$ cat config.mk
export PLATFORM = sky130hd
export DESIGN_NAME = aed_mean
export DESIGN_NICKNAME = d
export VERILOG_FILES = /design/src/rtl/aed_pkg.sv /design/src/rtl/aed_mean.sv
export SDC_FILE = /design/constraint.sdc
export NUM_CORES = 1
export LEC_CHECK = 0
export BUFFER_PORTS_ARGS = -buffer_cell sky130_fd_sc_hd__buf_2
export CORE_ASPECT_RATIO = 1.4
export CORE_UTILIZATION = 50
export DETAILED_ROUTE_END_ITERATION = 10
export PLACE_DENSITY = 0.72
export SLEW_MARGIN = 5
export SYNTH_ARGS = -nofsm -noshare
export SYNTH_HDL_FRONTEND = slang
export SYNTH_SLANG_ARGS = --single-unit
$ cat constraint.sdc
create_clock -name vclk -period 8.81
set_clock_uncertainty 0.05 [all_clocks]
set_input_delay 1.762 -clock vclk [all_inputs]
set_output_delay 1.762 -clock vclk [all_outputs]
set_load 0.02 [all_outputs]
$ cat src/rtl/aed_pkg.sv
package aed_pkg;

  // channel and register widths
  localparam int CH_W       = 8;
  localparam int CFG_IDX_W  = 2;
  localparam int CFG_DATA_W = 16;
  localparam int IMG_W_W    = 11;
  localparam int IMG_H_W    = 16;
  // row position runs to height + 1 during the flush tail
  localparam int ROW_W      = 17;

  // neighbor accumulation: eight 8-bit terms, count 0..8
  localparam int NB_N       = 8;
  localparam int SUM_W      = 11;
  localparam int CNT_W      = 4;

  // mean by reciprocal: q = (sum * ceil(2^14 / n)) >> 14, exact for sum < 2048
  localparam int RECIP_W    = 15;
  localparam int RECIP_SH   = 14;

  localparam logic [IMG_W_W-1:0] WIDTH_RST  = 11'd640;
  localparam logic [IMG_H_W-1:0] HEIGHT_RST = 16'd480;
  localparam logic [CH_W-1:0]    THR_RST    = 8'd0;
  localparam logic [CH_W-1:0]    ALPHA_FULL = 8'hFF;

  typedef enum logic [CFG_IDX_W-1:0] {
    REG_IMAGE_WIDTH     = 2'd0,
    REG_IMAGE_HEIGHT    = 2'd1,
    REG_ALPHA_THRESHOLD = 2'd2
  } cfg_reg_t;

  typedef enum logic [1:0] {
    ST_IDLE,
    ST_EVAL,
    ST_MEAN
  } aed_state_t;

  typedef struct packed {
    logic [CH_W-1:0] alpha;
    logic [CH_W-1:0] blue;
    logic [CH_W-1:0] green;
    logic [CH_W-1:0] red;
  } pix_t;

  // one window column, rows top to bottom
  typedef struct packed {
    pix_t top;
    pix_t mid;
    pix_t bot;
  } col_t;

  // one line memory entry: two rows above the incoming one
  typedef struct packed {
    pix_t upper;
    pix_t middle;
  } line_t;

  // border masks for the window being evaluated
  typedef struct packed {
    logic left_ok;
    logic right_ok;
    logic top_ok;
    logic bot_ok;
  } mask_t;

  typedef struct packed {
    logic [SUM_W-1:0] sum_red;
    logic [SUM_W-1:0] sum_green;
    logic [SUM_W-1:0] sum_blue;
    logic [CNT_W-1:0] count;
    pix_t             center;
    logic             fill;
  } win_res_t;

  function automatic logic [RECIP_W-1:0] recip(input logic [CNT_W-1:0] n);
    logic [RECIP_W-1:0] k;
    case (n)
      4'd1:    k = 15'd16384;
      4'd2:    k = 15'd8192;
      4'd3:    k = 15'd5462;
      4'd4:    k = 15'd4096;
      4'd5:    k = 15'd3277;
      4'd6:    k = 15'd2731;
      4'd7:    k = 15'd2341;
      4'd8:    k = 15'd2048;
      default: k = '0;
    endcase
    return k;
  endfunction

endpackage

$ cat src/rtl/aed_mean.sv
// neighbor mean by reciprocal multiply, or the center pixel unchanged
module aed_mean (
  input  aed_pkg::win_res_t res,
  output aed_pkg::pix_t     pix
);

  localparam int PROD_W = aed_pkg::SUM_W + aed_pkg::RECIP_W;

  logic [aed_pkg::RECIP_W-1:0] k;
  logic [PROD_W-1:0]           prod_red;
  logic [PROD_W-1:0]           prod_green;
  logic [PROD_W-1:0]           prod_blue;

  always_comb begin
    k          = aed_pkg::recip(res.count);
    prod_red   = PROD_W'(res.sum_red) * PROD_W'(k);
    prod_green = PROD_W'(res.sum_green) * PROD_W'(k);
    prod_blue  = PROD_W'(res.sum_blue) * PROD_W'(k);
    if (res.fill) begin
      pix.red   = prod_red[aed_pkg::RECIP_SH +: aed_pkg::CH_W];
      pix.green = prod_green[aed_pkg::RECIP_SH +: aed_pkg::CH_W];
      pix.blue  = prod_blue[aed_pkg::RECIP_SH +: aed_pkg::CH_W];
      pix.alpha = aed_pkg::ALPHA_FULL;
    end else begin
      pix = res.center;
    end
  end

endmodule

* Word level (Yosys, flattened, before mapping)
Memory sizes are Yosys's and may differ from the RTL's. Cells that the tools add are included.
Cells by class: reductions and logical operators 0, multipliers 3, multiplexer cells 1, order comparisons 0, shift-type cells 0, equal/unequal tests 0, add/subtract/negate cells 0, bitwise gates (word level) 0, divide/modulo/power cells 0
Operator list (count):
- multiplier 11 x 15 -> 22 bit | 3
- 2-to-1 mux 32 bit | 1
Storage, ports and cells: input port bits 70, bits in latches 0, bits in read-only memories 240, RAM bits 0, logic and storage cells 5, register bits 0, memories kept 1
Memory list:
- (no name shown) | depth 16, width 15, read ports 1, clocked after Yosys merged registers in 0, write ports 0, RTL line aed_pkg.sv:77 | case (n)

* Longest topological paths before layout
An unclocked memory read counts as a cell.
depth after elaboration 3, depth in mapped cells 25

* Worst setup path before layout
OpenSTA, ideal clock, no wires.
path kind input-to-output, start in res[34] (netlist bit), end out pix[4] (netlist bit), arrival 7442 ps, data required time 6998 ps, path slack -444 ps, stages 22, cell sequence inv_1 > ha_1 > and2_1 > clkbuf_1 > clkbuf_1 > nand2_1 > fa_1 > inv_1 > fa_1 > fa_1 > fa_1 > inv_1 > fa_1 > inv_1 > ha_1 > and3_1 > a221o_1 > a211oi_1 > a21oi_2 > o41ai_1 > xor2_1 > a21oi_1
RTL lines:
- start, declared | RTL line aed_mean.sv:3 | input aed_pkg::win_res_t res,
- end, declared | RTL line aed_mean.sv:4 | output aed_pkg::pix_t pix

==> metrics.md <==
| Metric | Value |
|---|---|
| Congestion Overflow GR | `0` |
| Sequential share of power | `0%` |
| Synth top area share | `46.6%` |
| Flip-flop and latch count | `0` |
| Max Cap Violations | `0` |
| Simple logic cell fraction of the synthesized area | `between 15 and 20%` |
| WP data required | `about 7000 ps` |
| XOR/XNOR share of the synthesized area | `2.72%` |
| Final antenna-violating net count | `0` |
| Via/cell ratio | `5.25` |
| I/O Buffers | `~100` |
| Core outline area | `between 20000 and 30000 um2` |
| # rows | `between 70 and 80` |
| Layout area overhead | `29.3%` |
| Outcome | `finished with violations` |
| Clock Buffer Count | `0` |
| First-pass GRT wire length | `roughly 64 mm` |
| Worst path top cell family by delay | `adder cells` |
| Adder-cell share of the synthesized area | `58.7%` |
| Clock share of power | `0%` |
| Initial antenna violation count | `0` |
| Largest net degree at the start of global routing | `between 40 and 50` |
| Worst-path cell chain | `buf_8 -> buf_6 -> ha_4 -> nor2b_4 -> buf_6 -> and3_4 -> buf_6 -> fa_1 -> fa_1 -> fa_2 -> fa_1 -> inv_1 -> fa_1 -> inv_2 -> ha_4 -> and3_4 -> a221o_1 -> a211oi_4 -> a21oi_4 -> o41ai_2 -> xor2_1 -> a21oi_2 -> buf_4` |
| Antenna cell count | `0` |
| Critical Path Stages | `23` |
| WP data arrival | `7280 ps` |
| Fin crit share | `103%` |
| Initial core utilization | `between 50% and 60%` |
| Die area | `~29000 um2` |
| Netlist cell types | `53` |
| Syn avg cell area | `approximately 8.5 um2` |
| Syn Inst Count | `1672` |
| Placed cell area | `about 16000 um2` |
| Post-Synthesis Net Count | `roughly 2200` |
| Post-synthesis mux area share | `under 10%` |
| # hold bufs at CTS | `0` |
| WL/cell | `about 17 um` |
| Post-DP HPWL | `between 30 and 40 mm` |
| Post-synthesis sequential area ratio | `0%` |
| Non-Filler Instances | `approximately 2300` |
| Slew HR | `33.2%` |
| Fillcell total | `2214` |
| Maximum vdd drop | `approximately 0.11 mV` |
| Top cells by area, synth | `fa_1, inv_1, ha_1` |
| RePlAce Congestion | `0.931` |
| Sw power | `just under 0.7 mW` |
| Gr usage total | `between 20% and 30%` |
| Pint | `approximately 0.6 mW` |
| Cell area after synthesis | `14200 um2` |
| Switch share | `a little over half` |
| Post-route cell area | `about 18000 um2` |
| Ys Warns | `0` |
| Drt drc | `0` |
| Starting DRT DRC Count | `620` |
| Logic pwr share | `100.0%` |
| RSZ-0062 raised after global routing | `yes` |
| Worst-path fanout max | `8` |
| WS Path Type | `in -> out` |
| Static leakage | `roughly 9.7 nW` |
| Worst Slack Setup Final | `-284 ps` |
| Finish-stage setup viols | `24` |
| Dominant cell type by area after synthesis | `fa_1` |
| Die Y | `slightly above 200 um` |
| Max-slew violations | `0` |
| Worst Hold Class | `in -> out` |
| Violated checks | `setup timing` |
| Vias in the first global route | `about 14000` |
| Tightest Pin Transition | `between 1000 and 1500 ps` |
| Reg area | `0 um2` |
| Crit path buf inv count | `7` |
| Vias | `about 12000` |
| Largest family of logic cells by synthesized area | `adder cells` |
| Multi-input logic area | `13300 um2` |
| Placed Instances | `between 2000 and 2500` |
| Power per cell area | `between 70 and 80 nW/um2` |
| Chip width | `between 100 and 150 um` |
| Critical path startpoint category | `primary input` |
| Crit path max-delay cell type | `fa_1` |
| First-pass DRT Iterations | `5` |
| Critical path's largest stage delay | `around 560 ps` |
| Drt total wl | `around 40 mm` |
| Final hold vios | `0` |
| Nets@finish | `2480` |
| Fmax | `between 0.1 and 0.15 GHz` |
| Hold Path Depth | `3` |
| Crit path capture type | `output port` |
| Fraction of layout cells with a size suffix above 1 | `around 30%` |
| Boundary pin count | `~100` |
| Area fraction in compound gates after synthesis | `under 10%` |
| Most common cell on crit path | `fa_1` |
| Fin crit period | `about 9000 ps` |
layout make-up:
type	instances	area share, %
inverters	465	9.58
repair buffers	350	15.4
multi-input cells	1126	72.5
well taps	370	2.53
kinds of logic (layout without fill, tap and decap cells):
family / Yosys count / after routing
buffers and inverters: 546 / 815
and+or+nand+nor: 476 / 476
adders and majority gates: 467 / 467
AOI/OAI and AO/OA: 124 / 124
xor gates and xnor gates: 44 / 44
muxes: 15 / 15
layer usage:
layer,global-route usage [%],vias to the layer above,wire length [um]
met5,0,-,0
met4,10.9,0,1930
met3,2.83,143,2000
met2,53.0,414,21500
met1,32.1,6108,14300
li1,-,5466,-
worst paths after layout:
path     from      end  slack [ps]
max   res[34]   pix[4]        -280
min   res[29]  pix[28]        3770
cell usage after synthesis, types with 3 or more instances:
library cell  instances
clkbuf_1             79
o21ai_1               3
fa_1                330
a21o_1               15
ha_1                137
nor3b_2               3
a31oi_1               3
o21ai_0              21
a31o_2                4
or2_2                14
nor2_1               20
and3_1               60
xnor2_1              38
nand4_1               5
mux2_2               14
nor3_1                3
and2_1              137
a21oi_1              37
nand2_1             211
nand3_1               7
inv_1               465
xor2_1                6
o211ai_1              6
nor2b_1               3
o21a_1                5
a211oi_1              9
nand2b_1              3
a2111oi_0             3
cells in the final DEF (no fill, tap or decap), drive strengths merged, types with 3 or more instances in the layout:
cell	instances
nor2b	3
nor3b	3
xor2	6
a21o	15
o21a	5
or2	14
inv	465
o211ai	6
or3	3
buf	349
nand4	5
fa	330
nand2b	3
ha	137
a211oi	9
nand3	7
a21oi	39
a2111oi	3
xnor2	38
nor2	20
o21ai	24
and2	137
mux2	14
nand2	211
a31o	5
nor3	3
a31oi	3
and3	60
per-stage QoR:
step           hold slack (ps)  total power [mW]  setup WS [ps]  setup TNS, ps  util, %
2_1_floorplan             3610             0.678           7.10              0        -
3_3_place_gp              3770              1.00           -488          -7510     59.2
3_5_place_dp              3770              1.03           -531          -9350     59.2
4_1_cts                   3770              1.18           -244          -3340     63.8
5_1_grt                   3790              1.44           -468          -8060     66.0
6_report                  3770              1.30           -284          -3770     66.0
power by group through the flow:
stage | registers (mW) | clock network [mW] | logic [mW]
detailed placement | 0 | 0 | 1.03
global route | 0 | 0 | 1.44
CTS | 0 | 0 | 1.18
finish | 0 | 0 | 1.30
floorplan | 0 | 0 | 0.678
global placement | 0 | 0 | 1.00
what timing repair did:
action | CTS | global route
gates resized for setup | 228 | 118
hold endpoints to repair | 0 | 0
endpoints found under the setup margin | 24 | 24
cloned | 1 | 1
pin swaps | 88 | 85
buffers inserted | 42 | 19
(Power assumes the default switching activity.)
