[src/rtl/aed_pkg.sv]
package aed_pkg;

  // channel and register widths
  localparam int CH_W       = 8;
  localparam int CFG_IDX_W  = 2;
  localparam int CFG_DATA_W = 16;
  localparam int IMG_W_W    = 11;
  localparam int IMG_H_W    = 16;
  // row position runs to height + 1 during the flush tail
  localparam int ROW_W      = 17;

  // neighbor accumulation: eight 8-bit terms, count 0..8
  localparam int NB_N       = 8;
  localparam int SUM_W      = 11;
  localparam int CNT_W      = 4;

  // mean by reciprocal: q = (sum * ceil(2^14 / n)) >> 14, exact for sum < 2048
  localparam int RECIP_W    = 15;
  localparam int RECIP_SH   = 14;

  localparam logic [IMG_W_W-1:0] WIDTH_RST  = 11'd640;
  localparam logic [IMG_H_W-1:0] HEIGHT_RST = 16'd480;
  localparam logic [CH_W-1:0]    THR_RST    = 8'd0;
  localparam logic [CH_W-1:0]    ALPHA_FULL = 8'hFF;

  typedef enum logic [CFG_IDX_W-1:0] {
    REG_IMAGE_WIDTH     = 2'd0,
    REG_IMAGE_HEIGHT    = 2'd1,
    REG_ALPHA_THRESHOLD = 2'd2
  } cfg_reg_t;

  typedef enum logic [1:0] {
    ST_IDLE,
    ST_EVAL,
    ST_MEAN
  } aed_state_t;

  typedef struct packed {
    logic [CH_W-1:0] alpha;
    logic [CH_W-1:0] blue;
    logic [CH_W-1:0] green;
    logic [CH_W-1:0] red;
  } pix_t;

  // one window column, rows top to bottom
  typedef struct packed {
    pix_t top;
    pix_t mid;
    pix_t bot;
  } col_t;

  // one line memory entry: two rows above the incoming one
  typedef struct packed {
    pix_t upper;
    pix_t middle;
  } line_t;

  // border masks for the window being evaluated
  typedef struct packed {
    logic left_ok;
    logic right_ok;
    logic top_ok;
    logic bot_ok;
  } mask_t;

  typedef struct packed {
    logic [SUM_W-1:0] sum_red;
    logic [SUM_W-1:0] sum_green;
    logic [SUM_W-1:0] sum_blue;
    logic [CNT_W-1:0] count;
    pix_t             center;
    logic             fill;
  } win_res_t;

  function automatic logic [RECIP_W-1:0] recip(input logic [CNT_W-1:0] n);
    logic [RECIP_W-1:0] k;
    case (n)
      4'd1:    k = 15'd16384;
      4'd2:    k = 15'd8192;
      4'd3:    k = 15'd5462;
      4'd4:    k = 15'd4096;
      4'd5:    k = 15'd3277;
      4'd6:    k = 15'd2731;
      4'd7:    k = 15'd2341;
      4'd8:    k = 15'd2048;
      default: k = '0;
    endcase
    return k;
  endfunction

endpackage

[src/rtl/aed_window.sv]
// 3x3 window: two stored columns plus the column read this beat,
// masked neighbor accumulation and center test
module aed_window (
  input  logic                     clk,
  input  logic                     step,
  input  aed_pkg::col_t            new_col,
  input  aed_pkg::mask_t           mask,
  input  logic [aed_pkg::CH_W-1:0] threshold,
  output aed_pkg::win_res_t        res
);

  aed_pkg::col_t    mid_col_r;
  aed_pkg::col_t    right_col_r;
  aed_pkg::win_res_t res_r;

  aed_pkg::pix_t    nb     [aed_pkg::NB_N];
  logic             nb_ok  [aed_pkg::NB_N];
  aed_pkg::win_res_t res_nxt;

  // neighbor layout: left = old middle column, center = old right column,
  // right = column arriving from the line memory
  always_comb begin
    nb[0]    = mid_col_r.top;
    nb_ok[0] = mask.left_ok & mask.top_ok;
    nb[1]    = right_col_r.top;
    nb_ok[1] = mask.top_ok;
    nb[2]    = new_col.top;
    nb_ok[2] = mask.right_ok & mask.top_ok;
    nb[3]    = mid_col_r.mid;
    nb_ok[3] = mask.left_ok;
    nb[4]    = new_col.mid;
    nb_ok[4] = mask.right_ok;
    nb[5]    = mid_col_r.bot;
    nb_ok[5] = mask.left_ok & mask.bot_ok;
    nb[6]    = right_col_r.bot;
    nb_ok[6] = mask.bot_ok;
    nb[7]    = new_col.bot;
    nb_ok[7] = mask.right_ok & mask.bot_ok;
  end

  // sum the opaque, in-bounds neighbors
  always_comb begin
    res_nxt.sum_red   = '0;
    res_nxt.sum_green = '0;
    res_nxt.sum_blue  = '0;
    res_nxt.count     = '0;
    for (int i = 0; i < aed_pkg::NB_N; i++) begin
      if (nb_ok[i] && (nb[i].alpha > threshold)) begin
        res_nxt.sum_red   = res_nxt.sum_red + aed_pkg::SUM_W'(nb[i].red);
        res_nxt.sum_green = res_nxt.sum_green + aed_pkg::SUM_W'(nb[i].green);
        res_nxt.sum_blue  = res_nxt.sum_blue + aed_pkg::SUM_W'(nb[i].blue);
        res_nxt.count     = res_nxt.count + aed_pkg::CNT_W'(1);
      end
    end
    res_nxt.center = right_col_r.mid;
    res_nxt.fill   = (right_col_r.mid.alpha <= threshold) && (res_nxt.count != '0);
  end

  // column shift and result register
  always_ff @(posedge clk) begin
    if (step) begin
      mid_col_r   <= right_col_r;
      right_col_r <= new_col;
      res_r       <= res_nxt;
    end
  end

  assign res = res_r;

endmodule

[config.mk]
export PLATFORM = sky130hd
export DESIGN_NAME = aed_window
export DESIGN_NICKNAME = d
export VERILOG_FILES = /design/src/rtl/aed_pkg.sv /design/src/rtl/aed_window.sv
export SDC_FILE = /design/constraint.sdc
export NUM_CORES = 1
export LEC_CHECK = 0
export ABC_CLOCK_PERIOD_IN_PS = 13750
export BUFFER_PORTS_ARGS = -buffer_cell sky130_fd_sc_hd__buf_2
export CORE_MARGIN = 1
export CORE_UTILIZATION = 35
export CTS_BUF_LIST = sky130_fd_sc_hd__clkbuf_2
export CTS_CLUSTER_SIZE = 10
export DETAILED_ROUTE_END_ITERATION = 16
export GPL_ROUTABILITY_DRIVEN = 0
export PLACE_DENSITY = 0.54
export SYNTH_ARGS = -nofsm -noshare
export SYNTH_HDL_FRONTEND = slang
export SYNTH_SLANG_ARGS = --single-unit
[constraint.sdc]
create_clock -name clk -period 13.75 [get_ports clk]
set_input_delay 2.75 -clock clk [delete_from_list [all_inputs] [get_ports clk]]
set_output_delay 2.75 -clock clk [all_outputs]
set_load 0.01 [all_outputs]
* After elaboration in Yosys (flattened, before gate mapping)
Index checks and enable logic that the tools add are counted.
** Storage, ports and cells
- Bits in read-only memories :: 0
- RAM bits :: 0
- Bits in latches :: 0
- Bits in registers :: 230
- Logic and storage cells :: 88
- Memories kept :: 0
** Cells by class
- Mux-type cells :: 8
- Shifts and indexed selects :: 0
- Reductions and logical operators :: 10
- Div/mod/pow operators :: 0
- Eq/ne operators :: 0
- $add $sub $neg :: 28
- Multiply operators :: 0
- $lt $le $gt $ge :: 9
- Bitwise gates (word level) :: 4
** Operators with widths (count)
- $mux W37 :: 7
- $add A11 B8 Y11 :: 21
- $gt A8 B8 Y1 :: 8
- $mux W34 :: 1
- $add A4 B1 Y4 const B :: 7
- $logic_and A1 B1 Y1 :: 9
- $le A8 B8 Y1 :: 1
- $and A1 B1 Y1 :: 4
- $reduce_bool A4 Y1 :: 1

* Logic depth before layout (Yosys ltp)
- Word-level depth :: 19
- Gate-level depth with buffers :: 55

* Worst setup path after synthesis
No wires, ideal clock.
- Path type :: input-to-reg
- Start point :: input threshold[1] (netlist name)
- End point :: register res_r, in the netlist res[68], data pin
- Path slack :: 1.789 ns
- Cell stages on the path :: 46
- Arrival :: 11.697 ns
- Path through :: inv_1 ha_1 nor2b_1 o21a_1 o21a_1 o21ai_1 a21oi_1 o21a_1 clkbuf_1 clkbuf_1 clkbuf_1 and2_1 inv_1 fa_1 nor2_1 a31o_2 fa_1 mux2i_1 (+10 left out) a21o_1 a21oi_1 nand2b_1 a21boi_0 nor2_1 xnor2_1 nor2_1 a21oi_1 ha_1 o21a_1 a21o_1 a21oi_1 nor2b_1 o21a_1 and3_1 a2111oi_0 a311oi_1 xnor2_1
** RTL lines
- start: declaration :: RTL line aed_window.sv:8 : input logic [aed_pkg::CH_W-1:0] threshold,
- end signal: assignment :: RTL line aed_window.sv:64 : res_r <= res_nxt;
- end: declaration :: RTL line aed_window.sv:14 : aed_pkg::win_res_t res_r;

==> metrics.md <==
| Metric | Value |
|---|---|
| Post-DP Area | 20200 µm² |
| Post-CTS setup buffers | 0 |
| Power density over the cells | 120 nW/µm² |
| Vias in the first global route | 14237 |
| Share of total power in the clock network | a little over a fifth |
| Post-synthesis adder-cell area fraction | between 10% and 20% |
| Largest family of logic cells by synthesized area | adder cells |
| HP Class | flop to flop |
| Syn avg cell area | 10.1 µm² |
| Final setup TNS | 0 ps |
| Most frequent cells in the layout | ha_1, edfxtp_1, buf_2, a21oi_1, inv_1 |
| Top FF cell, synth | edfxtp_1 |
| Fraction of layout cells with a size suffix above 1 | around 18% |
| DR iter-0 viols | 749 |
| Io pins | 180 |
| Compound-cell area share of the yosys netlist | 17.5% |
| CTS resizes | 0 |
| Inserted Clock Buffers | 70 |
| Yosys warns | 0 |
| Simple-gate area share of the yosys netlist | 11.7% |
| Final setup violation count | 0 |
| Mapped Cells | approximately 1800 |
| Die area | 54300 µm² |
| Final hold viol count | 0 |
| First-pass GRT wire length | 76.2 mm |
| Vias per inst | between 5 and 6 |
| Worst Setup End Kind | flop |
| Clk Latency, worst-skew pair | 1000 ps |
| Net Switching | 0.000974 W |
| HPWL Detailed | ~38 mm |
| Yosys reg bits | 230 |
| Post-route design area | approximately 21000 µm² |
| Root buffer cell | clkbuf_2 |
| Filler cell count | just over 5000 |
| Sw Share | roughly two fifths |
| Number of synthesized flops with an enable pin | 230 |
| Final WL | roughly 49 mm |
| Reg power frac | between 30% and 40% |
| CTS tree | done |
| All-layer global routing usage | a little under a fifth |
| CP max stage cell | a221oi_1 |
| Min Hold Slack | 374 ps |
| Crit-path most repeated cell | ha_1 |
| Reg clk slew, reported paths | around 110 ps |
| Crit path time final | 12020 ps |
| Die span in y | 233 µm |
| Asr flop ratio synth | 0% |
| Syn-to-layout area delta | 11.6% |
| CP max FO | 10 |
| Synth unique cells | 76 |
| Lkg Pwr | roughly 9.3 nW |
| H-tree depth | 3 |
| MaxCap Viol Count | 0 |
| Clock tree buffer depth | 3 |
| Multi-input logic area | 10900 µm² |
| Clk sinks | 230 |
| Commonest non-fill, non-tap cell in the layout | ha_1 |
| Max incr delay on CP | roughly 570 ps |
| DR vias | 14391 |
| IO buf count | between 150 and 200 |
| Initial Util | a little over a third |
| Core Area | 52700 µm² |
| Grt ovf | 0 |
| DRC viols | 0 |
| Max Clock Skew | between 60 and 70 ps |
| VDD IR max | ~0.046 mV |
| Syn_nets | between 2000 and 2500 |
| CP Class | primary input to flop |
| Std-Cell Rows | 84 |
| Largest net degree at the start of global routing | slightly below 90 |
| WP data arrival | roughly 13000 ps |
| RSZ-0062 raised after global routing | no |
| Final period utilization | 87.4% |
| DR WL/cell | ~18 µm |
| Detailed Routing Iterations Pass 1 | 4 |
| Mux share of post-synthesis cell area | about 3.2% |
| Critical path launch point type | primary input |
| Worst path required time | around 14000 ps |
| Worst-Margin Slew | about 1000 ps |
| DRT antenna net count | 0 |
| Post-cts hold buffer count | 0 |
| Fin nets | 2422 |
| Cell Int Power | roughly 0.0015 W |
| Sequential Area | slightly below 7000 µm² |
| XOR/XNOR Fraction of Synth Area | just over 7% |
| Max-slew headroom | between 30% and 40% |
| Initial antenna violation count | 6 |
| Max Fclk | roughly 0.083 GHz |
| Part of the power in combinational logic | a little over two fifths |
| Final Power | ~0.0025 W |
| Synth Cell Area | approximately 19000 µm² |
| Pins over their slew limit | 0 |
| Sequential area share after synthesis | a little under two fifths |
| Outcome | complete, no violations |
| Die width | ~230 µm |
## cell families (layout without fill, tap and decap cells)
logic type,count (synthesis),count (layout)
buf+inv,206,461
flops,230,230
mux,55,55
other cells,0,2
xor+xnor,145,145
compound gates,500,500
simple gates,442,442
fa+ha+maj,268,268
## final timing paths
path,cells past startpoint,slack [ps],start,end
hold / removal,0,370,res_nxt[24],res[24]
setup reg to reg,49,3510,mid_col_r[89],res[47]
setup / recovery,51,1730,threshold[1],res[47]
hold reg to reg,0,370,res_nxt[24],res[24]
## sequential cells by signal, summed over array words and instances, names as in the netlist
signal,cells
nb,64
res,70
mid_col_r,64
res_nxt,32
## power groups by stage
stage | logic [W] | registers [W] | clock network [W]
floorplan | 0.000817 | 0.000906 | 0
global placement | 0.00106 | 0.000905 | 0
detailed placement | 0.00109 | 0.000905 | 0
CTS | 0.00110 | 0.000890 | 0.000551
global route | 0.00124 | 0.000897 | 0.000590
finish | 0.00110 | 0.000889 | 0.000523
## cell type report
class	count	share of cell area, %
antenna	2	0.0240
clock buffer	98	2.35
clock inverter	31	0.582
inverter	132	2.38
multi-input combinational	1410	52.3
sequential	230	33.1
tap	688	4.13
timing repair buffer	200	5.10
## worst max-delay path: cells and delay by family
family                     cells  cell delay (ps)
AOI/OAI and AO/OA             17             3710
buffers and inverters          7              940
xor gates and xnor gates       7             1100
adders and majority gates      8             2640
and+or+nand+nor               12             1620
## stage by stage
step,worst slack [ps],instances,utilization (%)
after floorplan,1790,1846,-
after global placement,1050,2660,38.4
after detailed placement,723,2660,38.4
after CTS,1850,2789,39.6
after global routing,1060,2791,39.6
final,1730,2791,39.6
## Yosys cell counts, types with 22 or more instances
cell type | number | area share, %
a21o_1 | 61 | 2.5
a21oi_1 | 140 | 3.7
and2_1 | 22 | 0.74
buf_4 | 33 | 1.3
clkbuf_1 | 32 | 0.64
edfxtp_1 | 230 | 37
ha_1 | 247 | 17
inv_1 | 131 | 2.6
mux2_2 | 35 | 2.1
nand2_1 | 97 | 1.9
nand2b_1 | 30 | 1.0
nand3_1 | 27 | 0.72
nor2_1 | 121 | 2.4
nor2b_1 | 48 | 1.6
nor3_1 | 33 | 0.88
o21a_1 | 44 | 1.8
o21ai_0 | 92 | 2.5
o21bai_1 | 22 | 0.88
xnor2_1 | 105 | 4.9
xor2_1 | 35 | 1.6
## routing by layer
| layer | GRT usage (%) | vias up | share of wire [%] |
|---|---|---|---|
| met5 | 0 | - | 0.065 |
| met4 | 7.64 | 6 | 2.8 |
| met3 | 3.83 | 79 | 4.8 |
| met2 | 28.9 | 271 | 45 |
| met1 | 24.0 | 6812 | 47 |
| li1 | - | 7223 | - |
No activity file was read; power rests on OpenSTA's default activity.
